<file path="config.mk">
export PLATFORM = sky130hd
export DESIGN_NAME = lmpd_outq
export DESIGN_NICKNAME = d
export VERILOG_FILES = /design/src/local_maximum_peak_detector_top_assert.svh /design/src/lmpd_pkg.sv /design/src/lmpd_outq.sv
export SDC_FILE = /design/constraint.sdc
export NUM_CORES = 1
export LEC_CHECK = 0
export ABC_AREA = 0
export BUFFER_PORTS_ARGS = -buffer_cell sky130_fd_sc_hd__buf_2
export CAP_MARGIN = 40
export CELL_PAD_IN_SITES_DETAIL_PLACEMENT = 1
export CELL_PAD_IN_SITES_GLOBAL_PLACEMENT = 2
export CORE_UTILIZATION = 42
export DETAILED_ROUTE_END_ITERATION = 6
export MAX_ROUTING_LAYER = met4
export PLACE_DENSITY = 0.84
export SLEW_MARGIN = 10
export SYNTH_ARGS = -nofsm -noshare
export SYNTH_HDL_FRONTEND = slang
export SYNTH_SLANG_ARGS = --single-unit
</file>
<file path="constraint.sdc">
create_clock -name clk -period 3.25 [get_ports clk]
set_input_delay 0.4875 -clock clk [delete_from_list [all_inputs] [get_ports clk]]
set_output_delay 0.4875 -clock clk [all_outputs]
set_load 0.01 [all_outputs]
</file>
<file path="src/local_maximum_peak_detector_top_assert.svh">
// Assertion macros for the local-maximum peak detector.
// Included by the top level; no other dependencies.
`ifndef LOCAL_MAXIMUM_PEAK_DETECTOR_TOP_ASSERT_SVH
`define LOCAL_MAXIMUM_PEAK_DETECTOR_TOP_ASSERT_SVH
`ifndef SYNTHESIS
// Clocked check, off while reset is asserted.
`define LMPD_ASSERT(lbl, clk, rst_n, prop, msg) \
	lbl: assert property (@(posedge clk) disable iff (!rst_n) prop) else $error(msg);
// Clocked check that also holds during reset.
`define LMPD_ASSERT_ALWAYS(lbl, clk, prop, msg) \
	lbl: assert property (@(posedge clk) prop) else $error(msg);
`else
`define LMPD_ASSERT(lbl, clk, rst_n, prop, msg)
`define LMPD_ASSERT_ALWAYS(lbl, clk, prop, msg)
`endif
`endif

</file>
<file path="src/lmpd_pkg.sv">
// Shared constants, register codes and types of the local-maximum peak detector.
// No dependencies.
`timescale 1ns / 1ps

package lmpd_pkg;

	localparam int MAX_WIDTH_DEF  = 4096;
	localparam int PIXEL_BITS_DEF = 16;

	localparam int DIM_W      = 13;  // width/height register
	localparam int SPAN_W     = 15;  // effective width, clamped to 1..MAX_WIDTH of the top level
	localparam int MARGIN_W   = 10;
	localparam int LEVEL_W    = 16;
	localparam int COORD_W    = 12;
	localparam int CFG_IDX_W  = 2;
	localparam int CFG_DATA_W = 16;

	localparam logic [DIM_W-1:0]    ROW_LIMIT    = 13'd4096;
	localparam logic [DIM_W-1:0]    DIM_RESET    = 13'd4096;
	localparam logic [MARGIN_W-1:0] MARGIN_RESET = 10'd50;

	localparam int OQ_DEPTH = 4;
	localparam int OQ_CNT_W = $clog2(OQ_DEPTH + 1);

	typedef enum logic [CFG_IDX_W-1:0] {
		CFG_THRESHOLD,
		CFG_MARGIN,
		CFG_WIDTH,
		CFG_HEIGHT
	} cfg_idx_t;

	// effective (clamped) frame settings
	typedef struct packed {
		logic [LEVEL_W-1:0]  threshold;
		logic [MARGIN_W-1:0] margin;
		logic [SPAN_W-1:0]   width;
		logic [DIM_W-1:0]    height;
	} frame_cfg_t;

	typedef struct packed {
		logic [COORD_W-1:0] col;
		logic [COORD_W-1:0] row;
		logic [LEVEL_W-1:0] level;
	} peak_t;

endpackage

</file>
<file path="src/lmpd_outq.sv">
// Small result queue between the test stage and the output channel.
// Uses lmpd_pkg (peak_t, OQ_DEPTH).
`timescale 1ns / 1ps

module lmpd_outq import lmpd_pkg::*; (
	input  logic                clk,
	input  logic                arst_n,
	input  logic                push,
	input  peak_t               push_peak,
	input  logic                out_stall,
	output logic                out_valid,
	output peak_t               head,
	output logic [OQ_CNT_W-1:0] count
);

	localparam int PTR_W = $clog2(OQ_DEPTH);
	localparam logic [PTR_W-1:0] PTR_LAST = PTR_W'(OQ_DEPTH - 1);

	peak_t               slot_q [OQ_DEPTH];
	logic [PTR_W-1:0]    wr_ptr_q, rd_ptr_q;
	logic [OQ_CNT_W-1:0] count_q;
	logic                pop;

	assign out_valid = (count_q != '0);
	assign pop       = out_valid && !out_stall;
	assign head      = slot_q[rd_ptr_q];
	assign count     = count_q;

	always_ff @(posedge clk) begin
		if (push) begin
			slot_q[wr_ptr_q] <= push_peak;
		end
	end

	always_ff @(posedge clk or negedge arst_n) begin
		if (!arst_n) begin
			wr_ptr_q <= '0;
			rd_ptr_q <= '0;
			count_q  <= '0;
		end else begin
			if (push) begin
				wr_ptr_q <= (wr_ptr_q == PTR_LAST) ? '0 : wr_ptr_q + 1'b1;
			end
			if (pop) begin
				rd_ptr_q <= (rd_ptr_q == PTR_LAST) ? '0 : rd_ptr_q + 1'b1;
			end
			count_q <= count_q + OQ_CNT_W'(push) - OQ_CNT_W'(pop);
		end
	end

endmodule

</file>
==> reports/metrics.cfg <==
[run_status]
status=finished clean

[global_route]
grt_pass1_wl_um=17800
grt_max_degree=34
global_route.peak_usage_layer=met2
grt_usage_pct=17.4
grt_overflow_total=0
first_global_vias=3106
grt_util_met1_pct=20.5
gr-usage-met3_pct=4.35
global_route.usage.met2_pct=28.4
grt_antenna_before_repair=1

[drt]
drt_first_iter_violations=175
detail_route.wl_per_cell_um=21.4
drt_pass1_iterations=6
remaining_number_of_nets_flagged_by_the_antenna_check_after_routing=0
avgViaCountPerCell=5.04
routed_wl_um=11800
post-route-drc-count=0
routed-via-count=2771

[sta]
timing.slew.headroom_pct=60.1
tightestPinTransition_ps=598
fin_ws_ps=571
report.final.slew_viol_count=0
number_of_setup_violations_in_the_final_report=0
hold_viol=0
setup_repair_after_global_routing_missed_its_margin=false
timing.setup.tns_ps=0
hold-worst-slack_ps=282
timing.fmax_mhz=373
post-route-min-period_ps=2680
clock_skew_ps=3.82
final_min_period_over_clock_period_pct=82.4

[synthesis]
post_synth_edffs=160
ys_warn_count=0
leading_cell_types_by_count_after_synthesis=sky130_fd_sc_hd__edfxtp_1, sky130_fd_sc_hd__mux4_2, sky130_fd_sc_hd__dfrtp_1, sky130_fd_sc_hd__ha_1, sky130_fd_sc_hd__inv_1
synthDominantAreaCellType=sky130_fd_sc_hd__edfxtp_1
synthMuxAreaShare_pct=14.7
synth_compound_gate_area_share_pct=0.381
synth.yosys.seq_area_share_pct=79.8
ys_async_sr_fraction_pct=4.19
synth_fp_nets=300
synth_xor_area_share_pct=0.281
synthMostInstantiatedCell=sky130_fd_sc_hd__edfxtp_1
synth-main-ff-cell=sky130_fd_sc_hd__edfxtp_1
netlist_top_cells_area=sky130_fd_sc_hd__edfxtp_1, sky130_fd_sc_hd__mux4_2, sky130_fd_sc_hd__dfrtp_1, sky130_fd_sc_hd__ha_1, sky130_fd_sc_hd__buf_12
synth_simple_gate_area_share_pct=0.802
syn_inst=248
mappedNetlistArea_mm2=0.00624
synth_top_family_by_area=multiplexers
yosys.area.top_type_share_pct=77.0
netlist-cell-type-count=19
ys_seq_elements=167
post_synth_fa_ha_maj_area_fraction_pct=1.72
synth_area_per_cell_um2=25.2

[flow_run]
max-cap-violations=0

[critical_path]
end_kind=output port
timing.critical_path.slowest_stage_cell=sky130_fd_sc_hd__dfrtp_4
r2r_setup_slack_ps=910
worst_setup_path_category=flop to output port
crit_path_max_incr_delay_ps=820
critical_path_peak_fanout=30
top_delay_family_on_crit_path=flip-flops
critPathRequiredTime_ps=2760
critPathArrivalTime_ps=2190
worst_setup_path_start_kind=flop
critical_path.cell_chain=buf_12 > mux4_2 > buf_2
worstPathBufferInverterCount=2

[power]
power_frac_comb_pct=26.5
seqPwrFrac_pct=45.6
switching_power_mw=1.87
totalPowerFinal_mw=6.62
power_frac_clock_pct=27.9
power_leakage_nw=2.60
intPower_mw=4.75
p_per_area_mw_per_mm2=889
power.ir.vdd_worst_uv=423
switching_part_of_the_total_power_pct=28.2

[layout]
final_nets=404
postLayoutCellArea_mm2=0.00744
areaGrowthSynthToFinish_pct=19.2
drive_gt1_share_pct=45.8

[clocking]
tritoncts.num_buffers=17
cts.reportedPaths.clkPinSlew_ps=60
clock_tree.root_cell=sky130_fd_sc_hd__clkbuf_16
tritoncts_num_sinks=167
clock_latency_at_the_later_pin_of_the_worst_skew_pair_ps=420
h-tree-depth=4
tritoncts=yes
clock_path_buffers=2

[floorplanning]
io_pins=88
floorplan.die.width_um=124
initial_utilization_pct=42.9
std_cell_rows=44
design.core.area_mm2=0.0145
die_area_mm2=0.0153
die_h_um=124

[placement]
gp_congestion=0.695
placement.cell_area_mm2=0.00688
placement.io_buffers=87
pre_cts_ws_ps=957
hpwl_um=7480

[min_path]
hold_path_class=input pin to flop

-- layout by cell type, fill, tap and decap left out, types with 2 or more instances in the layout --
master and n:
sky130_fd_sc_hd__buf_2 87, sky130_fd_sc_hd__inv_1 7, sky130_fd_sc_hd__edfxtp_1 160, sky130_fd_sc_hd__dfrtp_1 5, sky130_fd_sc_hd__o21ai_0 3, sky130_fd_sc_hd__mux4_2 38, sky130_fd_sc_hd__clkbuf_1 5, sky130_fd_sc_hd__mux4_1 2
sky130_fd_sc_hd__buf_4 5, sky130_fd_sc_hd__xnor2_1 2, sky130_fd_sc_hd__and2_2 4, sky130_fd_sc_hd__clkbuf_16 17, sky130_fd_sc_hd__ha_1 7, sky130_fd_sc_hd__clkinv_2 4, sky130_fd_sc_hd__nand2_1 2, sky130_fd_sc_hd__nor2_1 2
sky130_fd_sc_hd__buf_12 2, sky130_fd_sc_hd__clkbuf_8 6
-- stage by stage --
| stage | std cells | utilization (%) |
|---|---|---|
| after detailed placement | 516 | 47.3 |
| after global placement | 515 | 47.2 |
| after floorplan | 248 | - |
| final | 550 | 51.2 |
| after CTS | 549 | 51.2 |
| after global routing | 550 | 51.2 |
-- kinds of logic (layout without fill, tap and decap cells) --
kind of cell,Yosys count,after routing
AOI/OAI and AO/OA,4,4
xor gates and xnor gates,2,2
adders and majority gates,8,8
buffers and inverters,17,134
DFF,167,167
muxes,41,41
other,0,1
and+or+nand+nor,9,9
-- what timing repair did --
item,in CTS,in global routing
setup buffers,0,0
resized for setup,0,0
endpoints found under the setup margin,0,0
hold buffers,1,0
endpoints found under the hold margin,7,0
-- layout make-up --
type | instances | area [um^2]
antenna | 1 | 2.50
fill | 1330 | 7100
tap | 184 | 230
sequential | 167 | 4980
clock buffer | 28 | 527
multi-input combinational | 64 | 1120
clock inverter | 4 | 20.0
inverter | 7 | 26.3
timing repair buffer | 95 | 523
-- power by group through the flow --
stage / clock, mW / combinational (mW) / sequential (mW)
5_1_grt: 1.96 / 1.92 / 3.07
6_report: 1.85 / 1.76 / 3.01
3_5_place_dp: 0 / 1.79 / 3.07
3_3_place_gp: 0 / 1.63 / 3.12
2_1_floorplan: 0 / 1.32 / 2.90
4_1_cts: 1.88 / 1.80 / 3.03
-- layer usage --
| metal | vias to the layer above | part of all wire, % |
|---|---|---|
| li1 | 1250 | - |
| met1 | 1435 | 42 |
| met2 | 68 | 53 |
| met3 | 18 | 4.0 |
| met4 | 0 | 1.6 |
| met5 | - | 0 |
-- registers in the layout, indices dropped and copies added (netlist names) --
name / count
rd_ptr_q: 2
slot_q: 160
count: 3
wr_ptr_q: 2
-- final timing paths --
check                                   startpoint  depth (start not counted)                       to
max in group asynchronous                   arst_n                          2  rd_ptr_q[0]$_DFFE_PN0P_
hold reg to reg                 count[2]$_DFF_PN0_                          1       count[2]$_DFF_PN0_
min in group asynchronous                   arst_n                          2  rd_ptr_q[0]$_DFFE_PN0P_
setup / recovery           rd_ptr_q[0]$_DFFE_PN0P_                          3                 head[18]
hold / removal                        push_peak[6]                          1   slot_q[2][6]$_DFFE_PP_
setup reg to reg                count[1]$_DFF_PN0_                          9       count[2]$_DFF_PN0_
No activity file was read; power rests on OpenSTA's default activity.
