File: src/local_maximum_peak_detector_top_assert.svh
// Assertion macros for the local-maximum peak detector.
// Included by the top level; no other dependencies.
`ifndef LOCAL_MAXIMUM_PEAK_DETECTOR_TOP_ASSERT_SVH
`define LOCAL_MAXIMUM_PEAK_DETECTOR_TOP_ASSERT_SVH
`ifndef SYNTHESIS
// Clocked check, off while reset is asserted.
`define LMPD_ASSERT(lbl, clk, rst_n, prop, msg) \
	lbl: assert property (@(posedge clk) disable iff (!rst_n) prop) else $error(msg);
// Clocked check that also holds during reset.
`define LMPD_ASSERT_ALWAYS(lbl, clk, prop, msg) \
	lbl: assert property (@(posedge clk) prop) else $error(msg);
`else
`define LMPD_ASSERT(lbl, clk, rst_n, prop, msg)
`define LMPD_ASSERT_ALWAYS(lbl, clk, prop, msg)
`endif
`endif

File: src/lmpd_pkg.sv
// Shared constants, register codes and types of the local-maximum peak detector.
// No dependencies.
`timescale 1ns / 1ps

package lmpd_pkg;

	localparam int MAX_WIDTH_DEF  = 4096;
	localparam int PIXEL_BITS_DEF = 16;

	localparam int DIM_W      = 13;  // width/height register
	localparam int SPAN_W     = 15;  // effective width, clamped to 1..MAX_WIDTH of the top level
	localparam int MARGIN_W   = 10;
	localparam int LEVEL_W    = 16;
	localparam int COORD_W    = 12;
	localparam int CFG_IDX_W  = 2;
	localparam int CFG_DATA_W = 16;

	localparam logic [DIM_W-1:0]    ROW_LIMIT    = 13'd4096;
	localparam logic [DIM_W-1:0]    DIM_RESET    = 13'd4096;
	localparam logic [MARGIN_W-1:0] MARGIN_RESET = 10'd50;

	localparam int OQ_DEPTH = 4;
	localparam int OQ_CNT_W = $clog2(OQ_DEPTH + 1);

	typedef enum logic [CFG_IDX_W-1:0] {
		CFG_THRESHOLD,
		CFG_MARGIN,
		CFG_WIDTH,
		CFG_HEIGHT
	} cfg_idx_t;

	// effective (clamped) frame settings
	typedef struct packed {
		logic [LEVEL_W-1:0]  threshold;
		logic [MARGIN_W-1:0] margin;
		logic [SPAN_W-1:0]   width;
		logic [DIM_W-1:0]    height;
	} frame_cfg_t;

	typedef struct packed {
		logic [COORD_W-1:0] col;
		logic [COORD_W-1:0] row;
		logic [LEVEL_W-1:0] level;
	} peak_t;

endpackage

File: src/lmpd_nms.sv
// 3x3 window and non-maximum suppression test of the window center.
// Uses lmpd_pkg (frame_cfg_t, peak_t, widths).
`timescale 1ns / 1ps

module lmpd_nms import lmpd_pkg::*; #(
	parameter int MAX_WIDTH  = MAX_WIDTH_DEF,
	parameter int PIXEL_BITS = PIXEL_BITS_DEF,
	localparam int AW = $clog2(MAX_WIDTH)
) (
	input  logic                  clk,
	input  logic                  arst_n,
	input  logic                  valid_s1,
	input  logic [AW-1:0]         col_s1,
	input  logic [COORD_W-1:0]    row_s1,
	input  logic [PIXEL_BITS-1:0] pix_s1,
	input  logic [PIXEL_BITS-1:0] above_s1,
	input  logic [PIXEL_BITS-1:0] above2_s1,
	input  frame_cfg_t            cfg,
	output logic                  valid_s2,
	output logic                  peak_valid,
	output peak_t                 peak
);

	localparam int CXW = SPAN_W + 1;
	localparam int CYW = DIM_W + 1;

	logic [PIXEL_BITS-1:0] win_q [9];
	logic [CXW-1:0]        cx, cx_end;
	logic [CYW-1:0]        cy, cy_end;
	logic                  in_region;
	logic                  valid_q_s2, tst_s2;
	logic [COORD_W-1:0]    col_s2, row_s2;
	logic [PIXEL_BITS-1:0] ctr;
	logic                  earlier_ok, later_ok, above_thr;

	// center sits one column left and one row up of the newest pixel
	always_comb begin
		cx = CXW'(col_s1) - 1'b1;
		cy = CYW'(row_s1) - 1'b1;
		cx_end = cx + CXW'(cfg.margin);
		cy_end = cy + CYW'(cfg.margin);
		in_region = (col_s1 != '0) && (row_s1 != '0) &&
			(cx >= CXW'(cfg.margin)) && (cx_end < CXW'(cfg.width)) &&
			(cy >= CYW'(cfg.margin)) && (cy_end < CYW'(cfg.height));
	end

	// shift the window left, new column enters at the right
	always_ff @(posedge clk or negedge arst_n) begin
		if (!arst_n) begin
			for (int i = 0; i < 9; i++) begin
				win_q[i] <= '0;
			end
			valid_q_s2 <= 1'b0;
			tst_s2     <= 1'b0;
		end else begin
			valid_q_s2 <= valid_s1;
			if (valid_s1) begin
				win_q[0] <= win_q[1];
				win_q[1] <= win_q[2];
				win_q[2] <= above2_s1;
				win_q[3] <= win_q[4];
				win_q[4] <= win_q[5];
				win_q[5] <= above_s1;
				win_q[6] <= win_q[7];
				win_q[7] <= win_q[8];
				win_q[8] <= pix_s1;
				tst_s2   <= in_region;
			end
		end
	end

	always_ff @(posedge clk) begin
		if (valid_s1) begin
			col_s2 <= cx[COORD_W-1:0];
			row_s2 <= cy[COORD_W-1:0];
		end
	end

	// earlier neighbors strictly below, later neighbors not above
	always_comb begin
		ctr = win_q[4];
		earlier_ok = (win_q[0] < ctr) && (win_q[1] < ctr) &&
			(win_q[2] < ctr) && (win_q[3] < ctr);
		later_ok = (win_q[5] <= ctr) && (win_q[6] <= ctr) &&
			(win_q[7] <= ctr) && (win_q[8] <= ctr);
		above_thr = LEVEL_W'(ctr) > cfg.threshold;
		peak_valid = valid_q_s2 && tst_s2 && above_thr && earlier_ok && later_ok;
		peak.col = col_s2;
		peak.row = row_s2;
		peak.level = LEVEL_W'(ctr);
	end

	assign valid_s2 = valid_q_s2;

endmodule

File: config.mk
export PLATFORM = sky130hd
export DESIGN_NAME = lmpd_nms
export DESIGN_NICKNAME = d
export VERILOG_FILES = /design/src/local_maximum_peak_detector_top_assert.svh /design/src/lmpd_pkg.sv /design/src/lmpd_nms.sv
export SDC_FILE = /design/constraint.sdc
export NUM_CORES = 1
export LEC_CHECK = 0
export BUFFER_PORTS_ARGS = -buffer_cell sky130_fd_sc_hd__clkbuf_2
export CORE_UTILIZATION = 41
export DETAILED_ROUTE_END_ITERATION = 8
export SLEW_MARGIN = 20
export SYNTH_ARGS = -nofsm -noshare
export SYNTH_HDL_FRONTEND = slang
export SYNTH_SLANG_ARGS = --single-unit
export TNS_END_PERCENT = 50
File: constraint.sdc
create_clock -name clk -period 4.6 [get_ports clk]
set_input_delay 0.46 -clock clk [delete_from_list [all_inputs] [get_ports clk]]
set_output_delay 0.46 -clock clk [all_outputs]
set_load 0.02 [all_outputs]
==> run metrics <==
crit path DAT between 4 and 5 ns; # port buffers 170; Synth Flop Type dfrtp_1; vias in the first global route 8707; Nets 1582; Pwr Density between 300 and 400 nW/um^2; GPL Wtd Cong between 0.8 and 0.9; initial antenna violation count 0; worst hold path class in2async; Max Clk Rate approximately 240 MHz; clock buffer depth 2; CTS tree done; Area growth syn-to-layout 15.7%; total global-route track usage 0.201; Finish-stage setup viols 0; total wire length around 28000 um; Num Clock Sinks 170; Die Wd 171 um; Total Power Consumption between 4 and 5 mW; post-route cell area 13600 um^2; Cell Area, Synth approximately 12000 um^2; reg-to-reg startpoint ctr[5]; Worst EP required between 4 and 5 ns; relative slew slack 0.374; Final Hold Viols 0; Initial DRC Count about 300; Setup crit start kind primary input; RSZ-0062 raised after global routing false; post-route ant nets 0; outcome finished, final reports clean; Worst setup EP type register; R2R cell count 3; most common cell after layout, fill and taps aside ha_1; global route total overflow 0; core box area ~28000 um^2; YS warnings 0; DIE AREA 29300 um^2; Setup Fix Bufs, Post-CTS 0; DPL Wire Length 22100 um; Post-CTS Hold Buffers 0; clk_lat worst skew roughly 0.44 ns; maximum vdd drop approximately 0.26 mV; routed wl met2 13500 um; Register-to-Register Setup Slack roughly 3.4 ns; Leakage Power about 6.6 nW; kind of critical path in2reg; share of layout cells above drive strength 1 0.281; setup TNS 0 ns; worst clock skew 0.00999 ns; DRT met1 WL between 10000 and 15000 um; register area share after synthesis 0.373; critical-path cell list clkbuf_2 > inv_1 > ha_1 > or4b_4 > nor2_1 > xor2_1 > ha_1 > nor3b_1 > a21oi_1 > a21boi_0 > a211o_1 > xor2_1 > ha_1 > a21oi_1 > nand2_1 > nand3_1 > a211oi_1 > a21oi_1 > o311ai_1 > o32ai_2; Post-synth ARST share 0.859; CTS Root Cell clkbuf_16; EDFF count, synth 24; Placed Area 12900 um^2; CTS resizes 0; Top Family by Delay on Critical Path compound AO/OA/AOI/OAI gates; Final Max Tran Viols 0; distinct cell type count after synthesis 69; row cnt a little over 60; Synth Net Count 1419; actual slew at the worst max-slew pin ~0.92 ns; htree depth 4; minimum clock period 4.15 ns; Post-Syn Area per Cell about 11 um^2; top sig layer met4; CTS buffer count 17; Synth Instances between 1000 and 1500; commonest non-fill, non-tap cells in the layout ha_1, clkbuf_2, dfrtp_1; Yosys reg bits 170; CP max stage delay 0.52 ns; RR Endpoint ctr[5]; CTS clock-pin slew for the worst setup and hold paths roughly 0.07 ns; drt first pass iters 5; fin crit share 0.903; first-pass GRT wire length 45200 um; crit-path max FO 5; met3 WL 1450 um; Buffers & Inverters on Critical Path 2; die height ~170 um; critical path's slowest cell or4b_4; via count 8499; Initial Utilization 0.419; drt drc 0; largest net degree at the start of global routing 100; max-cap violations 0; Vias/cell 5.20; Routed wire per std cell 17.0 um; IO Pins around 170
## cells in the mapped netlist, types with 3 or more instances
cell       number  area share
nor3b_1         3      0.0019
a31oi_1         7      0.0037
nor2b_1         9      0.0048
xor2_1         22       0.016
nor4_1         10      0.0053
a21o_1         28       0.018
o211ai_1        5      0.0032
or2_2           3      0.0016
nand4_1        25       0.013
buf_4          16       0.010
dfrtp_1       146        0.31
nand2b_1        8      0.0043
ha_1          210        0.22
nor2_1         36       0.012
xnor2_1        13      0.0097
o21ai_0        46       0.020
mux2_2        124        0.12
inv_1          95       0.030
a211oi_1        8      0.0051
buf_1           4      0.0013
clkbuf_1       14      0.0045
a2111oi_0       5      0.0037
nand3_1        16      0.0068
nor3_1         14      0.0060
a21oi_1        57       0.024
and4_1          3      0.0022
o2111ai_1       6      0.0045
nand2_1        63       0.020
edfxtp_1       24       0.062
o21a_1          5      0.0032
## stage by stage
| step | worst slack [ns] | hold slack, ns | std cells | utilization |
|---|---|---|---|---|
| 6_report | 0.448 | 0.0363 | 1633 | 0.485 |
| 2_1_floorplan | 0.668 | 0.164 | 1078 | - |
| 4_1_cts | 0.335 | 0.0650 | 1632 | 0.485 |
| 3_3_place_gp | 0.253 | 0.465 | 1600 | 0.463 |
| 3_5_place_dp | 0.0510 | 0.465 | 1600 | 0.463 |
| 5_1_grt | 0.00597 | 0.0912 | 1632 | 0.485 |
## power breakdown
| group | leakage (nW) | switching (mW) | total [mW] | internal [mW] |
|---|---|---|---|---|
| registers | 1.97 | 0.151 | 1.88 | 1.73 |
| clock network | 0.306 | 0.652 | 1.54 | 0.885 |
| logic | 4.34 | 0.761 | 1.41 | 0.646 |
| total | 6.61 | 1.56 | 4.82 | 3.26 |
## state kept, by name, indices dropped and copies added (netlist names)
name,flops
win_q,128
col_s2,12
tst_s2,1
valid_s2,1
row_s2,12
ctr,16
## worst reg2reg max path, cell delays in order, from the launching register on
cell	delay [ns]
dfrtp_1	0.42
inv_1	0.33
buf_4	0.22
o21ai_0	0.09
## worst max-delay path by stage
stage	cells past startpoint	start	slack [ns]	endpoint
CTS	10	ctr[9]	0.34	peak_valid
global route	19	col_s1[0]	0.006	tst_s2
detailed placement	20	col_s1[0]	0.05	tst_s2
finish	20	col_s1[0]	0.45	tst_s2
global placement	19	col_s1[0]	0.25	tst_s2
floorplan	18	col_s1[0]	0.67	tst_s2
## cells by family (layout without fill, tap and decap cells)
| group | count (synthesis) | after routing | synth area share |
|---|---|---|---|
| buffers and inverters | 129 | 305 | 0.0464 |
| adders and majority gates | 212 | 212 | 0.228 |
| AOI/OAI and AO/OA | 198 | 198 | 0.109 |
| muxes | 124 | 124 | 0.119 |
| xor gates and xnor gates | 39 | 39 | 0.0327 |
| DFF | 170 | 170 | 0.373 |
| other | 0 | 1 | 0 |
| and+or+nand+nor | 206 | 206 | 0.0922 |
## layer usage
layer	up-vias	global-route usage
met5	-	0
met4	0	0.0602
met3	26	0.0470
met2	169	0.345
met1	4063	0.248
li1	4241	-
## cell type report
class,count,area [um^2]
multi-input cells,779,6800
clock inverters,13,178
well taps,378,473
clock buffers,19,443
diodes,1,2.50
fillers,2661,14400
repair buffers,178,936
inverters,95,357
flip-flops and latches,170,4370
Note: power is estimated with default switching activity, not from simulation.
