<file path="config.mk">
export PLATFORM = sky130hd
export DESIGN_NAME = lmpd_pos
export DESIGN_NICKNAME = d
export VERILOG_FILES = /design/src/local_maximum_peak_detector_top_assert.svh /design/src/lmpd_pkg.sv /design/src/lmpd_pos.sv
export SDC_FILE = /design/constraint.sdc
export NUM_CORES = 1
export LEC_CHECK = 0
export BUFFER_PORTS_ARGS = -buffer_cell sky130_fd_sc_hd__buf_2
export CORE_MARGIN = 1.5
export CORE_UTILIZATION = 50
export CTS_CLUSTER_DIAMETER = 60
export DETAILED_ROUTE_END_ITERATION = 8
export GPL_TIMING_DRIVEN = 0
export PLACE_DENSITY_LB_ADDON = 0.1
export SLEW_MARGIN = 10
export SYNTH_ARGS = -nofsm -noshare
export SYNTH_HDL_FRONTEND = slang
export SYNTH_SLANG_ARGS = --single-unit
export TNS_END_PERCENT = 10
</file>
<file path="constraint.sdc">
create_clock -name clk -period 18.85 [get_ports clk]
set_input_delay 3.77 -clock clk [delete_from_list [all_inputs] [get_ports clk]]
set_output_delay 3.77 -clock clk [all_outputs]
set_load 0.02 [all_outputs]
</file>
<file path="src/local_maximum_peak_detector_top_assert.svh">
// Assertion macros for the local-maximum peak detector.
// Included by the top level; no other dependencies.
`ifndef LOCAL_MAXIMUM_PEAK_DETECTOR_TOP_ASSERT_SVH
`define LOCAL_MAXIMUM_PEAK_DETECTOR_TOP_ASSERT_SVH
`ifndef SYNTHESIS
// Clocked check, off while reset is asserted.
`define LMPD_ASSERT(lbl, clk, rst_n, prop, msg) \
	lbl: assert property (@(posedge clk) disable iff (!rst_n) prop) else $error(msg);
// Clocked check that also holds during reset.
`define LMPD_ASSERT_ALWAYS(lbl, clk, prop, msg) \
	lbl: assert property (@(posedge clk) prop) else $error(msg);
`else
`define LMPD_ASSERT(lbl, clk, rst_n, prop, msg)
`define LMPD_ASSERT_ALWAYS(lbl, clk, prop, msg)
`endif
`endif

</file>
<file path="src/lmpd_pkg.sv">
// Shared constants, register codes and types of the local-maximum peak detector.
// No dependencies.
`timescale 1ns / 1ps

package lmpd_pkg;

	localparam int MAX_WIDTH_DEF  = 4096;
	localparam int PIXEL_BITS_DEF = 16;

	localparam int DIM_W      = 13;  // width/height register
	localparam int SPAN_W     = 15;  // effective width, clamped to 1..MAX_WIDTH of the top level
	localparam int MARGIN_W   = 10;
	localparam int LEVEL_W    = 16;
	localparam int COORD_W    = 12;
	localparam int CFG_IDX_W  = 2;
	localparam int CFG_DATA_W = 16;

	localparam logic [DIM_W-1:0]    ROW_LIMIT    = 13'd4096;
	localparam logic [DIM_W-1:0]    DIM_RESET    = 13'd4096;
	localparam logic [MARGIN_W-1:0] MARGIN_RESET = 10'd50;

	localparam int OQ_DEPTH = 4;
	localparam int OQ_CNT_W = $clog2(OQ_DEPTH + 1);

	typedef enum logic [CFG_IDX_W-1:0] {
		CFG_THRESHOLD,
		CFG_MARGIN,
		CFG_WIDTH,
		CFG_HEIGHT
	} cfg_idx_t;

	// effective (clamped) frame settings
	typedef struct packed {
		logic [LEVEL_W-1:0]  threshold;
		logic [MARGIN_W-1:0] margin;
		logic [SPAN_W-1:0]   width;
		logic [DIM_W-1:0]    height;
	} frame_cfg_t;

	typedef struct packed {
		logic [COORD_W-1:0] col;
		logic [COORD_W-1:0] row;
		logic [LEVEL_W-1:0] level;
	} peak_t;

endpackage

</file>
<file path="src/lmpd_pos.sv">
// Column/row position counters of the incoming pixel stream.
// Uses lmpd_pkg (frame_cfg_t, widths).
`timescale 1ns / 1ps

module lmpd_pos import lmpd_pkg::*; #(
	parameter int MAX_WIDTH = MAX_WIDTH_DEF,
	localparam int AW = $clog2(MAX_WIDTH)
) (
	input  logic               clk,
	input  logic               arst_n,
	input  logic               accept,
	input  logic               frame_start,
	input  frame_cfg_t         cfg,
	output logic [AW-1:0]      col,
	output logic [COORD_W-1:0] row
);

	logic [AW-1:0]      col_q;
	logic [COORD_W-1:0] row_q;
	logic [AW-1:0]      c0, c1, col_n;
	logic [DIM_W-1:0]   r0, r1, r_inc;
	logic [SPAN_W-1:0]  c_inc;
	logic               wrap0, wrap1;
	logic [COORD_W-1:0] r, row_n;

	always_comb begin
		c0 = frame_start ? '0 : col_q;
		r0 = frame_start ? '0 : DIM_W'(row_q);
		// a column left beyond a narrowed width starts the next row
		wrap0 = SPAN_W'(c0) >= cfg.width;
		c1 = wrap0 ? '0 : c0;
		r1 = wrap0 ? r0 + 1'b1 : r0;
		r = (r1 >= cfg.height) ? '0 : r1[COORD_W-1:0];
		// advance for the next pixel
		c_inc = SPAN_W'(c1) + 1'b1;
		wrap1 = c_inc >= cfg.width;
		r_inc = DIM_W'(r) + 1'b1;
		col_n = wrap1 ? '0 : c_inc[AW-1:0];
		if (wrap1) begin
			row_n = (r_inc >= cfg.height) ? '0 : r_inc[COORD_W-1:0];
		end else begin
			row_n = r;
		end
	end

	always_ff @(posedge clk or negedge arst_n) begin
		if (!arst_n) begin
			col_q <= '0;
			row_q <= '0;
		end else if (accept) begin
			col_q <= col_n;
			row_q <= row_n;
		end
	end

	assign col = c1;
	assign row = r;

endmodule

</file>
==> metrics.md, run 1 <==
| Metric | Value |
|---|---|
| Die Footprint | 8120 µm² |
| Tightest Pin Transition | 1.12 ns |
| Post-route ant nets | 0 |
| Setup Buffers After CTS | 0 |
| Antenna Cells | 0 |
| Area growth syn-to-layout | 11.5% |
| CTS Sinks | 24 |
| Clock Path Buffers | 2 |
| Top post-synthesis cells by count | 54 x ha_1, 45 x inv_1, 41 x nand2_1 |
| Pre-antenna DRT Iters | 5 |
| Register area share after synthesis | 0.158 |
| Final GP Congestion | 0.911 |
| Area of the core | 7290 µm² |
| Sw frac | 0.387 |
| Count leader, synth | ha_1 |
| Tmin final | approximately 14 ns |
| CTS tree | yes |
| Mapped Area | 3790 µm² |
| R2R Path Start | col_q[4] |
| Critical path required time | 15.08 ns |
| Clk root buf | clkbuf_8 |
| Fillcell total | a little over 700 |
| Met3 Track Usage GR | 0.0118 |
| Status | finished clean |
| Nets | 660 |
| Part of the cycle the worst path needs | 0.744 |
| Clock skew | about 0.0026 ns |
| Mean routed wirelength per cell | 16.3 µm |
| M1 GR Usage | 0.329 |
| DRC violations left | 0 |
| Number of flops mapped to enable cells by yosys | 0 |
| Crit Path Class | primary input to primary output |
| RSZ-0062 raised after global routing | false |
| Leak pwr | 2.12 nW |
| Setup TNS | 0 ns |
| Cell area after layout | approximately 4200 µm² |
| Crit start category | primary input |
| Drt initial violations | 313 |
| Via/cell ratio | 5.98 |
| Sw power | 59.7 µW |
| Top cell type's share of synthesized area | 0.178 |
| Ys flop type | dfrtp_1 |
| Syn_area_per_cell | 7.76 µm² |
| Post-CTS resize count | 0 |
| Post-synth ARST share | 1.00 |
| Vias in the first global route | 3,636 |
| Register share of total power | 0.388 |
| Max H-tree Level | 1 |
| Post-Place Cell Area | 4190 µm² |
| Slew margin rel. | 0.246 |
| Synth area leader | ha_1 |
| PD cells | 36.4 nW/µm² |
| Highest Clock Rate | 71.3 MHz |
| Total clock buffers created by CTS | 3 |
| CTS hold repair buffers | 0 |
| Vias | 3,854 |
| Hold Crit Start | col_q[11] |
| Clk pwr share | 0.202 |
| Synthesized Nets | approximately 600 |
| Final core occ | 0.580 |
| CP startpoint | frame_start |
| Initial Util | 0.520 |
| Pint | 94.4 µW |
| GRT busiest layer | met2 |
| Total grt overflow | 0 |
| Input/output buffers | between 50 and 60 |
| Met2 global-route usage | 0.470 |
| Hpwl dp | between 8 and 9 mm |
| Yosys warning total | 0 |
| Worst Path Arrival | 10.25 ns |
| Die extent in y | ~90 µm |
| Fin. Hold Viols | 0 |
| Antenna violations before repair | 0 |
| Crit path max fanout | 10 |
| Row cnt | 31 |
| Synth Register Bits | 24 |
| Layout cells sized above 1 | 0.158 |
| Num ports | 82 |
| Clock-pin slew on the worst setup and hold paths | about 0.080 ns |
| Synth unique cells | 68 |
| Syn Inst Count | between 400 and 500 |
| Max-Cap Viols | 0 |
| Final setup fails | 0 |
| Die Wd | 90.1 µm |
| Clk Latency, worst-skew pair | 0.27 ns |
| First-pass GRT wire length | 17.3 mm |
| Max VDD drop | 0.0000214 V |
| Combinational Power Share | 0.410 |
| Worst min path class | register to register |
| Pin count of the biggest net entering global routing | 25 |
| Max-slew violation count | 0 |
| Gr usage total | 0.258 |
| Setup crit end kind | primary output |
| Synth area leaders | ha_1 18%, dfrtp_1 16%, inv_1 4.5% |
| Routed wire length | about 10 mm |
## cells by family after synthesis
| family | count (synthesis) | synth area share |
|---|---|---|
| AOI/OAI and AO/OA | 108 | 0.213 |
| xor gates and xnor gates | 25 | 0.0577 |
| adders and majority gates | 54 | 0.178 |
| buffers and inverters | 71 | 0.0778 |
| DFF | 24 | 0.158 |
| muxes | 16 | 0.0445 |
| and+or+nand+nor | 191 | 0.270 |
## state kept, by name (all words and copies together) (netlist names)
signal,cells
row_q,12
col_q,12
## layer usage
layer / routed length [µm] / vias to the layer above
met2: 5130 / 127
met4: 145 / 0
li1: - / 1905
met3: 512 / 13
met5: 0 / -
met1: 4700 / 1809
## layout make-up
type	instances	area, µm²	area share
sequential	24	601	0.142
tap	99	124	0.0293
buffer	25	123	0.0290
clock buffer	3	41.3	0.00976
inverter	46	173	0.0408
multi-input combinational	394	2900	0.685
timing repair buffer	54	270	0.0639
## worst max-delay path: stages
cell      delay [ns]
buf_2           0.12
clkbuf_1        0.37
clkbuf_1        0.42
clkbuf_1        0.46
buf_1           0.44
nor2b_1         0.10
ha_1            0.35
a21o_1          0.19
a221o_1         0.35
a41o_2          0.27
a21oi_1         0.22
clkbuf_1        0.50
mux2_2          0.43
ha_1            0.28
a211oi_1        0.19
o21ai_1         0.14
clkbuf_1        0.23
a211o_1         0.41
a211oi_1        0.70
buf_2           0.30
## path summary, 6_finish.rpt
| check | to | slack [ns] | depth (start not counted) |
|---|---|---|---|
| max in group asynchronous | col_q[8] | 14.99 | 1 |
| min in group asynchronous | row_q[0] | 3.48 | 1 |
| setup reg to reg | row_q[9] | 10.02 | 30 |
| setup / recovery | row[10] | 4.83 | 20 |
| hold / removal | col_q[11] | 0.53 | 1 |
| hold reg to reg | col_q[11] | 0.53 | 1 |
## power by group through the flow
stage	combinational, mW	sequential (mW)	clock [mW]
after floorplan	0.0447	0.0593	0
after global placement	0.0607	0.0606	0
after detailed placement	0.0625	0.0606	0
after CTS	0.0630	0.0597	0.0314
after global routing	0.0711	0.0607	0.0329
final	0.0631	0.0598	0.0311
## cells in the final DEF (no fill, tap or decap), types with 4 or more instances in the layout
cell / count
and3_1: 8
nand2b_1: 11
o21ai_0: 15
nand2_1: 41
xor2_1: 6
nand3_1: 21
clkbuf_1: 15
a2111oi_0: 9
mux2i_1: 9
nor2_1: 37
a31oi_1: 4
a211oi_1: 9
a21o_1: 8
and2_1: 10
mux2_2: 6
a22o_1: 8
nor3_1: 9
ha_1: 54
a21oi_1: 17
nand4_1: 8
dfrtp_1: 24
inv_1: 45
and4_1: 6
nor2b_1: 15
xnor2_1: 19
buf_2: 59
## per-stage QoR
stage	worst slack [ns]	std cells	hold WS, ns	total power, mW
floorplan	6.43	489	0.476	0.104
global placement	4.98	642	0.501	0.121
detailed placement	4.95	642	0.512	0.123
CTS	4.91	645	0.528	0.154
global route	4.30	645	0.560	0.165
finish	4.83	645	0.533	0.154
(Power assumes the default switching activity.)
==> inputs of run 2 (changes only) <==
==> constraint.sdc (replaced) <==
create_clock -name clk -period 11.9 [get_ports clk]
set_input_delay 2.38 -clock clk [delete_from_list [all_inputs] [get_ports clk]]
set_output_delay 2.38 -clock clk [all_outputs]
set_load 0.02 [all_outputs]
==> metrics.md, run 2 (synthesis gave the netlist of run 1 again) <==
| Metric | Value |
|---|---|
| Status | finished clean |
| Die extent in y | 90.1 µm |
| Final setup fails | 0 |
| Antenna Cells | 0 |
| CTS Sinks | 24 |
| Hold path cells | 1 |
| Crit path max-delay cell type | or4_4 |
| RSZ-0062 raised after global routing | false |
| Mean routed wirelength per cell | between 15 and 20 µm |
| Area of the core | 7290 µm² |
| Part of the cycle the worst path needs | 0.937 |
| Sw power | approximately 95 µW |
| CTS tree | yes |
| Total clock buffers created by CTS | 3 |
| Vias | 3,808 |
| Register share of total power | 0.389 |
| Clock Path Buffers | 2 |
| Commonest non-fill, non-tap cell in the layout | buf_2 |
| Die Footprint | ~8100 µm² |
| Clk pwr share | 0.201 |
| Clock skew | 0.00373 ns |
| Die Wd | 90.1 µm |
| Hpwl dp | roughly 8.4 mm |
| Crit Path Class | primary input to register |
| Clk Latency, worst-skew pair | about 0.27 ns |
| Critical path required time | 12.09 ns |
| Hold Path End | col_q[11] |
| Most frequent cells in the layout | 59 x buf_2, 54 x ha_1, 45 x inv_1, 41 x nand2_1, 36 x nor2_1 |
| Max incr delay on CP | 0.53 ns |
| Slew margin rel. | 0.236 |
| Nets | roughly 660 |
| Input/output buffers | between 50 and 60 |
| Max H-tree Level | 1 |
| Max-slew violation count | 0 |
| Setup slack after layout | roughly 0.75 ns |
| First-pass GRT wire length | 17.3 mm |
| Final GP Congestion | approximately 0.91 |
| Hold Crit Start | col_q[11] |
| Tightest Pin Transition | ~1.1 ns |
| Total grt overflow | 0 |
| Drt initial violations | 377 |
| Clock-pin slew on the worst setup and hold paths | approximately 0.080 ns |
| Highest Clock Rate | 89.7 MHz |
| Combinational Power Share | 0.411 |
| DRC violations left | 0 |
| Setup TNS | 0 ns |
| Clk root buf | clkbuf_8 |
| Antenna violations before repair | 0 |
| Reg2Reg Setup Slack | 3.49 ns |
| Setup crit end kind | register |
| Final core occ | 0.581 |
| Worst Path Arrival | 11.34 ns |
| Final Power | 244 µW |
| Pre-antenna DRT Iters | 5 |
| Area growth syn-to-layout | 11.6% |
| Row cnt | 31 |
| Initial Util | 0.520 |
| Routed wire length | 10.5 mm |
| Layout cells sized above 1 | 0.169 |
| PD cells | between 50 and 60 nW/µm² |
| Num ports | 82 |
| Pin count of the biggest net entering global routing | 25 |
| Via/cell ratio | 5.92 |
| Worst min path class | register to register |
| Tmin final | 11.15 ns |
| Sw frac | 0.387 |
| Post-place setup slack | -0.560 ns |
| Post-route ant nets | 0 |
| R2r worst-path depth | 30 |
| Crit Reg-Reg Endpoint | row_q[9] |
| Leak pwr | 2.13 nW |
| Fin. Hold Viols | 0 |
| Max-Cap Viols | 0 |
| R2R Path Start | col_q[4] |
| Top flop regs | col_q: 12 flops, row_q: 12 flops |
| Vias in the first global route | ~3,600 |
| Crit start category | primary input |
| Pint | 150 µW |
| Crit path max fanout | 14 |
| Max VDD drop | 0.0000339 V |
| Gr usage total | 0.259 |
run 2: how the worst max path moves through the flow:
stage / from / depth (start not counted) / endpoint / slack [ns]
final: frame_start / 34 / row_q[9] / 0.75
after global routing: frame_start / 34 / row_q[8] / 0.28
after CTS: frame_start / 36 / row_q[9] / 0.008
after detailed placement: frame_start / 35 / row_q[9] / -0.56
after global placement: frame_start / 35 / row_q[9] / -0.43
after floorplan: frame_start / 34 / row_q[9] / 1.34
run 2: layout make-up:
| type | count | area (µm²) |
|---|---|---|
| buffer | 23 | 120 |
| fill | 715 | 3060 |
| inverter | 46 | 173 |
| multi-input combinational | 394 | 2910 |
| timing repair buffer | 54 | 270 |
| tap | 99 | 124 |
| sequential | 24 | 601 |
| clock buffer | 3 | 41.3 |
run 2: critical path: cells and delay by family:
family                   cells  cell delay, ns
AND/OR/NAND/NOR              8            2.51
AO/OA/AOI/OAI               11            2.46
buffers and inverters        8            1.90
adder cells (fa/ha/maj)      4            1.15
multiplexers                 2            0.72
XOR/XNOR                     1            0.18
run 2: stage by stage:
step,hold slack [ns],std cells,cell area (µm²)
2_1_floorplan,0.476,489,3790
3_3_place_gp,0.501,642,4190
3_5_place_dp,0.512,642,4190
4_1_cts,0.528,645,4240
5_1_grt,0.560,643,4230
6_report,0.530,643,4230
run 2: layer usage:
| layer | routed length, µm | vias to the layer above | GRT usage |
|---|---|---|---|
| li1 | - | 1900 | - |
| met1 | 4840 | 1779 | 0.328 |
| met2 | 5110 | 114 | 0.467 |
| met3 | 397 | 15 | 0.0127 |
| met4 | 173 | 0 | 0.0820 |
| met5 | 0 | - | 0 |
run 2: power groups by stage:
stage | clock network [mW] | logic [mW] | registers, mW
after floorplan | 0 | 0.0707 | 0.0940
after global placement | 0 | 0.0961 | 0.0959
after detailed placement | 0 | 0.0990 | 0.0960
after CTS | 0.0497 | 0.0999 | 0.0945
after global routing | 0.0521 | 0.113 | 0.0962
final | 0.0490 | 0.100 | 0.0949
run 2: repair_timing:
item / in CTS / in global routing
setup buffers: 0 / 0
resized for setup: 3 / 5
endpoints found under the setup margin: 6 / 11
hold buffers: 0 / 0
